$ cat src/design/gta_pkg.sv
// Types, constants and the GF(2^128) digit step of the GHASH tag accumulator
package gta_pkg;

  localparam int unsigned GfBits     = 128;
  localparam int unsigned DigitBits  = 16;
  localparam int unsigned DigitSteps = GfBits / DigitBits;
  localparam int unsigned StepCntW   = $clog2(DigitSteps);
  localparam int unsigned CfgIdxW    = 1;
  localparam int unsigned CountW     = 5;
  localparam logic [63:0] GfReduce   = 64'hE100000000000000;
  localparam logic [CountW-1:0] FullBlock = CountW'(16);

  localparam logic [CfgIdxW-1:0] CfgHashKeyHi = 1'b0;
  localparam logic [CfgIdxW-1:0] CfgHashKeyLo = 1'b1;

  typedef struct packed {
    logic [63:0]       data_hi;
    logic [63:0]       data_lo;
    logic [CountW-1:0] byte_count;
    logic              last_block;
    logic [63:0]       tag_mask_hi;
    logic [63:0]       tag_mask_lo;
  } in_t;

  typedef struct packed {
    logic [63:0] tag_hi;
    logic [63:0] tag_lo;
    logic        length_overflow;
  } out_t;

  typedef struct packed {
    logic [GfBits-1:0] z;
    logic [GfBits-1:0] v;
  } gf_state_t;

  // One digit of the bit-serial GCM multiply, most significant operand bit first
  function automatic gf_state_t gf_digit(gf_state_t s, logic [DigitBits-1:0] bits);
    gf_state_t r;
    logic      carry;
    r = s;
    for (int i = 0; i < DigitBits; i++) begin
      if (bits[DigitBits-1-i]) begin
        r.z = r.z ^ r.v;
      end
      carry = r.v[0];
      r.v   = r.v >> 1;
      if (carry) begin
        r.v[GfBits-1 -: 64] = r.v[GfBits-1 -: 64] ^ GfReduce;
      end
    end
    return r;
  endfunction

endpackage

$ cat src/design/ghash_tag_accumulator_core.sv
// GHASH tag accumulator: masked block absorb, iterative GF(2^128) multiply, tag output
// A data block with a non-zero byte count is accepted while the block is idle and then multiplied by
// the hash key, 16 accumulator bits per cycle through one shared GF digit unit. A last
// item adds a second multiply for the length block and then loads the tag register; with
// a zero byte count it does only the length multiply and the load. A block with zero
// bytes that is not last is absorbed in its accept cycle. The input stalls while the
// multiply runs and while a finished tag waits for the previous tag to be taken; the tag
// register is separate, so a waiting tag holds back the next message only once its tag
// is ready.
module ghash_tag_accumulator_core #(
  parameter int unsigned TOTAL_BYTES_BITS = 36
) (
  input  logic                        clk_i,
  input  logic                        rst_ni,
  input  logic                        in_valid_i,
  output logic                        in_stall_o,
  input  gta_pkg::in_t                in_data_i,
  output logic                        out_valid_o,
  input  logic                        out_stall_i,
  output gta_pkg::out_t               out_data_o,
  input  logic                        cfg_valid_i,
  output logic                        cfg_ready_o,
  input  logic [gta_pkg::CfgIdxW-1:0] cfg_index_i,
  input  logic [63:0]                 cfg_data_i
);

  localparam int unsigned GfBits = gta_pkg::GfBits;
  localparam int unsigned StW    = 2;
  localparam logic [StW-1:0] StIdle = 2'd0;
  localparam logic [StW-1:0] StMul  = 2'd1;
  localparam logic [StW-1:0] StEmit = 2'd2;
  localparam logic [TOTAL_BYTES_BITS-1:0] TotalMax = {TOTAL_BYTES_BITS{1'b1}};

  logic [StW-1:0]                  state_q, state_d;
  logic [gta_pkg::StepCntW-1:0]    cnt_q, cnt_d;
  logic [GfBits-1:0]               h_q, h_d;
  logic [GfBits-1:0]               acc_q, acc_d;
  logic [TOTAL_BYTES_BITS-1:0]     total_q, total_d;
  logic                            ovf_q, ovf_d;
  logic                            last_q, last_d;
  logic                            len_phase_q, len_phase_d;
  logic                            out_valid_q, out_valid_d;
  gta_pkg::gf_state_t              gf_q, gf_d, step;
  logic [GfBits-1:0]               mask_q, mask_d;
  gta_pkg::out_t                   out_q, out_d;

  logic                            in_acc;
  logic [gta_pkg::CountW-1:0]      n;
  logic [GfBits-1:0]               keep;
  logic [GfBits-1:0]               blk;
  logic [TOTAL_BYTES_BITS:0]       sum;
  logic [63:0]                     len_now;

  assign in_stall_o  = (state_q != StIdle);
  assign in_acc      = in_valid_i && (state_q == StIdle);
  assign cfg_ready_o = 1'b1;
  assign out_valid_o = out_valid_q;
  assign out_data_o  = out_q;

  assign n = (in_data_i.byte_count > gta_pkg::FullBlock) ? gta_pkg::FullBlock
                                                         : in_data_i.byte_count;
  assign keep    = ~({GfBits{1'b1}} >> {n, 3'b000});
  assign blk     = {in_data_i.data_hi, in_data_i.data_lo} & keep;
  assign sum     = {1'b0, total_q} + (TOTAL_BYTES_BITS + 1)'(n);
  assign len_now = 64'(total_q) << 3;
  assign step    = gta_pkg::gf_digit(gf_q, acc_q[GfBits-1 -: gta_pkg::DigitBits]);

  always_comb begin
    state_d     = state_q;
    cnt_d       = cnt_q;
    h_d         = h_q;
    acc_d       = acc_q;
    total_d     = total_q;
    ovf_d       = ovf_q;
    last_d      = last_q;
    len_phase_d = len_phase_q;
    gf_d        = gf_q;
    mask_d      = mask_q;
    out_d       = out_q;
    out_valid_d = out_valid_q && out_stall_i;

    if (cfg_valid_i) begin
      unique case (cfg_index_i)
        gta_pkg::CfgHashKeyHi: h_d[GfBits-1 -: 64] = cfg_data_i;
        gta_pkg::CfgHashKeyLo: h_d[63:0]           = cfg_data_i;
        default: ;
      endcase
    end

    unique case (state_q)
      StIdle: begin
        if (in_acc) begin
          last_d = in_data_i.last_block;
          mask_d = {in_data_i.tag_mask_hi, in_data_i.tag_mask_lo};
          gf_d.z = '0;
          gf_d.v = h_q;
          cnt_d  = '0;
          if (n != '0) begin
            acc_d       = acc_q ^ blk;
            len_phase_d = 1'b0;
            state_d     = StMul;
            if (sum[TOTAL_BYTES_BITS]) begin
              total_d = TotalMax;
              ovf_d   = 1'b1;
            end else begin
              total_d = sum[TOTAL_BYTES_BITS-1:0];
            end
          end else if (in_data_i.last_block) begin
            acc_d       = acc_q ^ {64'd0, len_now};
            len_phase_d = 1'b1;
            state_d     = StMul;
          end
        end
      end
      StMul: begin
        acc_d = acc_q << gta_pkg::DigitBits;
        gf_d  = step;
        cnt_d = cnt_q + 1'b1;
        if (cnt_q == gta_pkg::StepCntW'(gta_pkg::DigitSteps - 1)) begin
          if (len_phase_q) begin
            gf_d.z  = step.z ^ mask_q;
            acc_d   = '0;
            total_d = '0;
            state_d = StEmit;
          end else if (last_q) begin
            acc_d       = step.z ^ {64'd0, len_now};
            gf_d.z      = '0;
            gf_d.v      = h_q;
            cnt_d       = '0;
            len_phase_d = 1'b1;
          end else begin
            acc_d   = step.z;
            state_d = StIdle;
          end
        end
      end
      StEmit: begin
        if (!out_valid_q || !out_stall_i) begin
          out_d.tag_hi          = gf_q.z[GfBits-1 -: 64];
          out_d.tag_lo          = gf_q.z[63:0];
          out_d.length_overflow = ovf_q;
          out_valid_d           = 1'b1;
          state_d               = StIdle;
        end
      end
      default: state_d = StIdle;
    endcase
  end

  always_ff @(posedge clk_i or negedge rst_ni) begin
    if (!rst_ni) begin
      state_q     <= StIdle;
      cnt_q       <= '0;
      h_q         <= '0;
      acc_q       <= '0;
      total_q     <= '0;
      ovf_q       <= 1'b0;
      last_q      <= 1'b0;
      len_phase_q <= 1'b0;
      out_valid_q <= 1'b0;
    end else begin
      state_q     <= state_d;
      cnt_q       <= cnt_d;
      h_q         <= h_d;
      acc_q       <= acc_d;
      total_q     <= total_d;
      ovf_q       <= ovf_d;
      last_q      <= last_d;
      len_phase_q <= len_phase_d;
      out_valid_q <= out_valid_d;
    end
  end

  always_ff @(posedge clk_i) begin
    gf_q   <= gf_d;
    mask_q <= mask_d;
    out_q  <= out_d;
  end

endmodule

$ cat config.mk
export PLATFORM = sky130hd
export DESIGN_NAME = ghash_tag_accumulator_core
export DESIGN_NICKNAME = d
export VERILOG_FILES = /design/src/design/gta_pkg.sv /design/src/design/ghash_tag_accumulator_core.sv
export SDC_FILE = /design/constraint.sdc
export NUM_CORES = 2
export LEC_CHECK = 0
export BUFFER_PORTS_ARGS = -buffer_cell sky130_fd_sc_hd__buf_2
export CAP_MARGIN = 5
export CORE_MARGIN = 5
export CORE_UTILIZATION = 40
export DETAILED_ROUTE_END_ITERATION = 10
export PLACE_DENSITY = 0.63
export SETUP_SLACK_MARGIN = 0.1
export SLEW_MARGIN = 20
export SYNTH_ARGS = -nofsm -noshare
export SYNTH_HDL_FRONTEND = slang
export SYNTH_SLANG_ARGS = --single-unit
$ cat constraint.sdc
create_clock -name clk_i -period 12.44 [get_ports clk_i]
set_input_delay 2.488 -clock clk_i [delete_from_list [all_inputs] [get_ports clk_i]]
set_output_delay 2.488 -clock clk_i [all_outputs]
set_load 0.005 [all_outputs]
* Yosys cells after proc, flatten, opt, wreduce, memory -nomap -nowiden *
Index checks and enable logic that the tools add are counted.

word-level totals
  bits in registers = 814
  input bits = 332
  word-level logic and storage cells = 162

cells by class
  add/subtract/negate cells = 2
  order comparisons = 1
  equal/unequal tests = 10
  shift operators = 1
  multiplexer cells = 74
  bitwise operators = 39
  reduce and logical (&&, ||, !) cells = 19

operators by type and width
  kind                                                  number
  two-way mux 128 bit                                   24
  bitwise XOR 128 bit                                   18
  two-way mux 64 bit                                    16
  two-way mux 256 bit                                   3
  case mux 256 bit (2 select lines)                     1
  case mux 128 bit (2 select lines)                     1
  bitwise XOR 128 x 39 -> 128 bit                       2
  two-way mux 36 bit                                    5
  bitwise AND 128 bit                                   1
  inverter 128 bit                                      1
  right shift 128 x 8 -> 128 bit, first input constant  1
  case mux 36 bit (2 select lines)                      1
  inverter 3 -> 4 bit                                   16
  adder 36 x 5 -> 37 bit                                1
  two-way mux 2 bit                                     7
  two-way mux 3 bit                                     4
  AND reduction 2 bit                                   5
  AND reduction 5 bit                                   2
  two-way mux 1 bit                                     8
  inequality test 2 bit, second input constant          4
  AND reduction 4 bit                                   2
  case mux 2 bit (3 select lines)                       1
  case mux 3 bit (2 select lines)                       1
  greater-than comparator 5 bit, second input constant  1
  17 further kinds                                      20

* Longest topological paths before layout *
  depth after elaboration = 37
  mapped depth = 14
  depth with buffers taken out = 12

* Least setup slack after synthesis *
No wires, ideal clock.

  path kind = in2reg
  start = input in_valid_i
  end = register acc_q[7]
  data arrival time = 9.973 ns
  setup slack = 2.385 ns
  stages on the path = 7
  path buffers = 1
  cells stage by stage = inv_1 -> nor2_1 -> o21ai_0 -> clkbuf_1 -> nor2_1 -> o21ai_0 -> o21ai_0

between the ends
  longest elaborated chain between the ends = 3

RTL lines
  what                                    line                               source
  from (decl)                             ghash_tag_accumulator_core.sv:15   input logic in_valid_i,
  logical AND 1 bit                       ghash_tag_accumulator_core.sv:55   assign in_acc = in_valid_i && (state_q == StIdle);
  inequality test 2 bit (no source line)  -
  AND reduction 3 bit (no source line)    -
  to (signal assigned)                    ghash_tag_accumulator_core.sv:155  acc_q <= '0;
  to (signal assigned)                    ghash_tag_accumulator_core.sv:165  acc_q <= acc_d;
  to (decl)                               ghash_tag_accumulator_core.sv:37   logic [GfBits-1:0] acc_q, acc_d;

Every way passes these cells.
A chain may end at the register's enable or synchronous reset.

* Worst setup path after layout *
  start = input in_valid_i
  end = register gf_q[117] (netlist name) (enable)

between the ends
  longest elaborated chain between the ends = 3

RTL lines
  what                                    line                               source
  logical AND 1 bit                       ghash_tag_accumulator_core.sv:55
  inequality test 2 bit (no source line)  -
  AND reduction 2 bit (no source line)    -
  to (signal assigned)                    ghash_tag_accumulator_core.sv:175  gf_q <= gf_d;
  to (decl)                               ghash_tag_accumulator_core.sv:43   gta_pkg::gf_state_t gf_q, gf_d, step;

Every way passes these cells.

==> impl_metrics.env <==
export IMPL_finalNetCount=7960
export IMPL_worstSetupStartpointType="input pin"
export IMPL_ys_seq_area_frac=0.3559
export IMPL_first_global_vias=52390
export IMPL_arrival_ps=5940
export IMPL_finClkSkew_ps=45.88
export IMPL_place_area_mm2=0.06777
export IMPL_syn_nets=7999
export IMPL_endpoint_kind="flip-flop"
export IMPL_status="finished clean"
export IMPL_gr_usage_all_layers=0.2857
export IMPL_routed_wl_met2_um=113400
export IMPL_rows=147
export IMPL_synth_edf_count=513
export IMPL_final_common_cell="nand2_1"
export IMPL_cts_htree_levels=3
export IMPL_crit_top_cell="buf_4"
export IMPL_cts_root_buffer="clkbuf_16"
export IMPL_finalInstanceArea_mm2=0.07097
export IMPL_vias=55760
export IMPL_rr_startpoint="acc_q[116]$_DFFE_PN0P_"
export IMPL_cts_made_buffers=88
export IMPL_multi_input_area_mm2=0.03893
export IMPL_min_period_ps=5612
export IMPL_holdBufCountCts=0
export IMPL_clockBufferDepth=3
export IMPL_dpl_hpwl_um=169400
export IMPL_routed_top_layer="met4"
export IMPL_drt_total_wl_um=251700
export IMPL_crit_type="input pin to flip-flop"
export IMPL_layout_drive_gt1_share=0.1155
export IMPL_synthDominantCellAreaShare=0.2390
export IMPL_maxCapViolations=0
export IMPL_setup_viol=0
export IMPL_fmax_mhz=178.2
export IMPL_drt_wirelength_per_cell_um=25.51
export IMPL_avgSynthCellArea_um2=8.416
export IMPL_worst_path_max_delay_cell="buf_4"
export IMPL_place_congestion=0.9214
export IMPL_first_pass_iters=10
export IMPL_area_growth_syn_to_layout_pct=10.11
export IMPL_hold_viol_final=0
export IMPL_crit_path_end="gf_q[117]$_DFFE_PP_"
export IMPL_cts_post_setup_buffers_inserted=0
export IMPL_seq_area_mm2=0.02300
export IMPL_synth_area_leaders="edfxtp_1, xnor2_1, nand2_1"
export IMPL_relSlewSlack=0.1837
export IMPL_wl_met3_um=26510
export IMPL_crit_buf_inv=5
export IMPL_port_buffers=462
export IMPL_final_cell_mix="nand2_1, xnor2_1, xor2_1"
export IMPL_post_cts_resized=0
export IMPL_async_flop_share=0.3698
export IMPL_critPathMaxStageDelay_ps=870
export IMPL_cp_num_cells=7
export IMPL_drtAntennaViolNets=0
export IMPL_ios=464
export IMPL_grt_pass1_wl_um=362800
export IMPL_grt_max_degree=130
export IMPL_m1WireLength_um=94270
export IMPL_core_mm2=0.1604
export IMPL_drtIter0Drc=7877
export IMPL_synth_distinct_cells=66
export IMPL_fillCellCount=15590
export IMPL_setup_tns_ps=0
export IMPL_rr_worst_depth=10
export IMPL_cts_tree="built"
export IMPL_drv_slew=0
export IMPL_synthesis_area_mm2=0.06445
export IMPL_post_synth_top_area_cell="edfxtp_1"
export IMPL_clk_pin_slew_ps=60
export IMPL_clk_latency_ps=740
export IMPL_ys_flop_type="edfxtp_1"
export IMPL_cp_required_ps=12770
export IMPL_crit_family="buffers and inverters"
export IMPL_crit_start="in_valid_i"
export IMPL_drc=0
export IMPL_yosys_warnings=0
export IMPL_ys_ff_latch=814
export IMPL_vias_per_cell=5.652
export IMPL_final_period_utilization=0.4511
export IMPL_antenna_found_initial=54
export IMPL_synth_cells=7659
export IMPL_worstReg2RegEnd="gf_q[165]$_SDFFCE_PN0P_"
export IMPL_initial_utilization=0.4019
export IMPL_grt_overflow=0
export IMPL_hp_class="flip-flop to flip-flop"
export IMPL_cts_sinks=814
export IMPL_die_y_um=411.4
export IMPL_rsz0062_at_grt="false"
export IMPL_crit_chain="buf_2 > nor2_1 > or2_2 > inv_8 > buf_4 > buf_4 > buf_4"
export IMPL_die_width_um=411.4
export IMPL_worst_pin_slew_ps=1216
export IMPL_worstPathMaxFanout=80
export IMPL_hold_start="ovf_q$_DFFE_PN0P_"
export IMPL_r2r_slack_ps=7830
export IMPL_die_area_mm2=0.1693
-- registers in the layout, summed over array words and instances, names as in the netlist --
| register | count |
|---|---|
| out_valid_o | 1 |
| state_q | 2 |
| len_phase_q | 1 |
| h_q | 128 |
| last_q | 1 |
| mask_q | 128 |
| total_q | 36 |
| cnt_q | 3 |
| gf_q | 256 |
| acc_q | 128 |
| out_data_o | 129 |
| ovf_q | 1 |
-- cell type report --
| class | instances | share of cell area |
|---|---|---|
| Tap cell | 2160 | 0.03808 |
| Clock inverter | 52 | 0.009379 |
| Inverter | 25 | 0.001428 |
| Timing Repair Buffer | 562 | 0.04385 |
| Sequential cell | 814 | 0.3241 |
| Antenna cell | 10 | 0.0003526 |
| Multi-Input combinational cell | 6129 | 0.5485 |
| Clock buffer | 113 | 0.03434 |
-- cells by family (layout without fill, tap and decap cells) --
logic type      after synthesis  in the layout  synth area share
simple gates               3083           3083            0.1875
xor+xnor                   2169           2169            0.3106
flops                       814            814            0.3559
buf+inv                     716            752           0.04253
compound gates              655            655           0.06614
mux                         213            213           0.03564
fa+ha+maj                     8              8          0.001669
other cells                   1             11        0.00005818
-- per-stage QoR --
stage                     setup WS [ps]  hold WS, ps  utilization  cells
after floorplan                    2385        416.0            -   7659
after global placement             6126        452.8       0.4224   9687
after detailed placement           6063        425.7       0.4226   9687
after CTS                          6820        453.7       0.4419   9852
after global routing               6677        481.6       0.4424   9860
final                              6828        455.0       0.4425   9865
-- routing by layer --
layer | GRT usage | up-vias
met3 | 0.05652 | 745
met5 | 0 | -
met2 | 0.4474 | 3538
met4 | 0.1632 | 0
li1 | - | 24480
met1 | 0.3690 | 26990
-- worst min path at each step --
stage	to	slack [ps]	cells past startpoint
floorplan	out_data_o[0]$_DFFE_PP_	420	0
global placement	out_data_o[0]$_DFFE_PP_	450	0
detailed placement	out_data_o[0]$_DFFE_PP_	430	0
CTS	out_data_o[0]$_DFFE_PP_	450	0
global route	out_data_o[0]$_DFFE_PP_	480	0
finish	out_data_o[0]$_DFFE_PP_	450	0
-- synthesized netlist by cell type (30+ instances only) --
master / n
xor2_1: 549
a211o_1: 60
buf_2: 30
nand2_1: 2651
a22oi_1: 54
a222oi_1: 53
and3_1: 64
a21oi_1: 148
nand3_1: 83
dfrtp_1: 301
xnor2_1: 1546
clkbuf_1: 531
mux2_2: 132
o21ai_0: 215
mux2i_1: 81
nor2_1: 188
buf_1: 126
edfxtp_1: 513
xnor3_1: 64
Power is not shown: default switching activity piles up to over one toggle a cycle in this logic, so the estimate is an artifact.
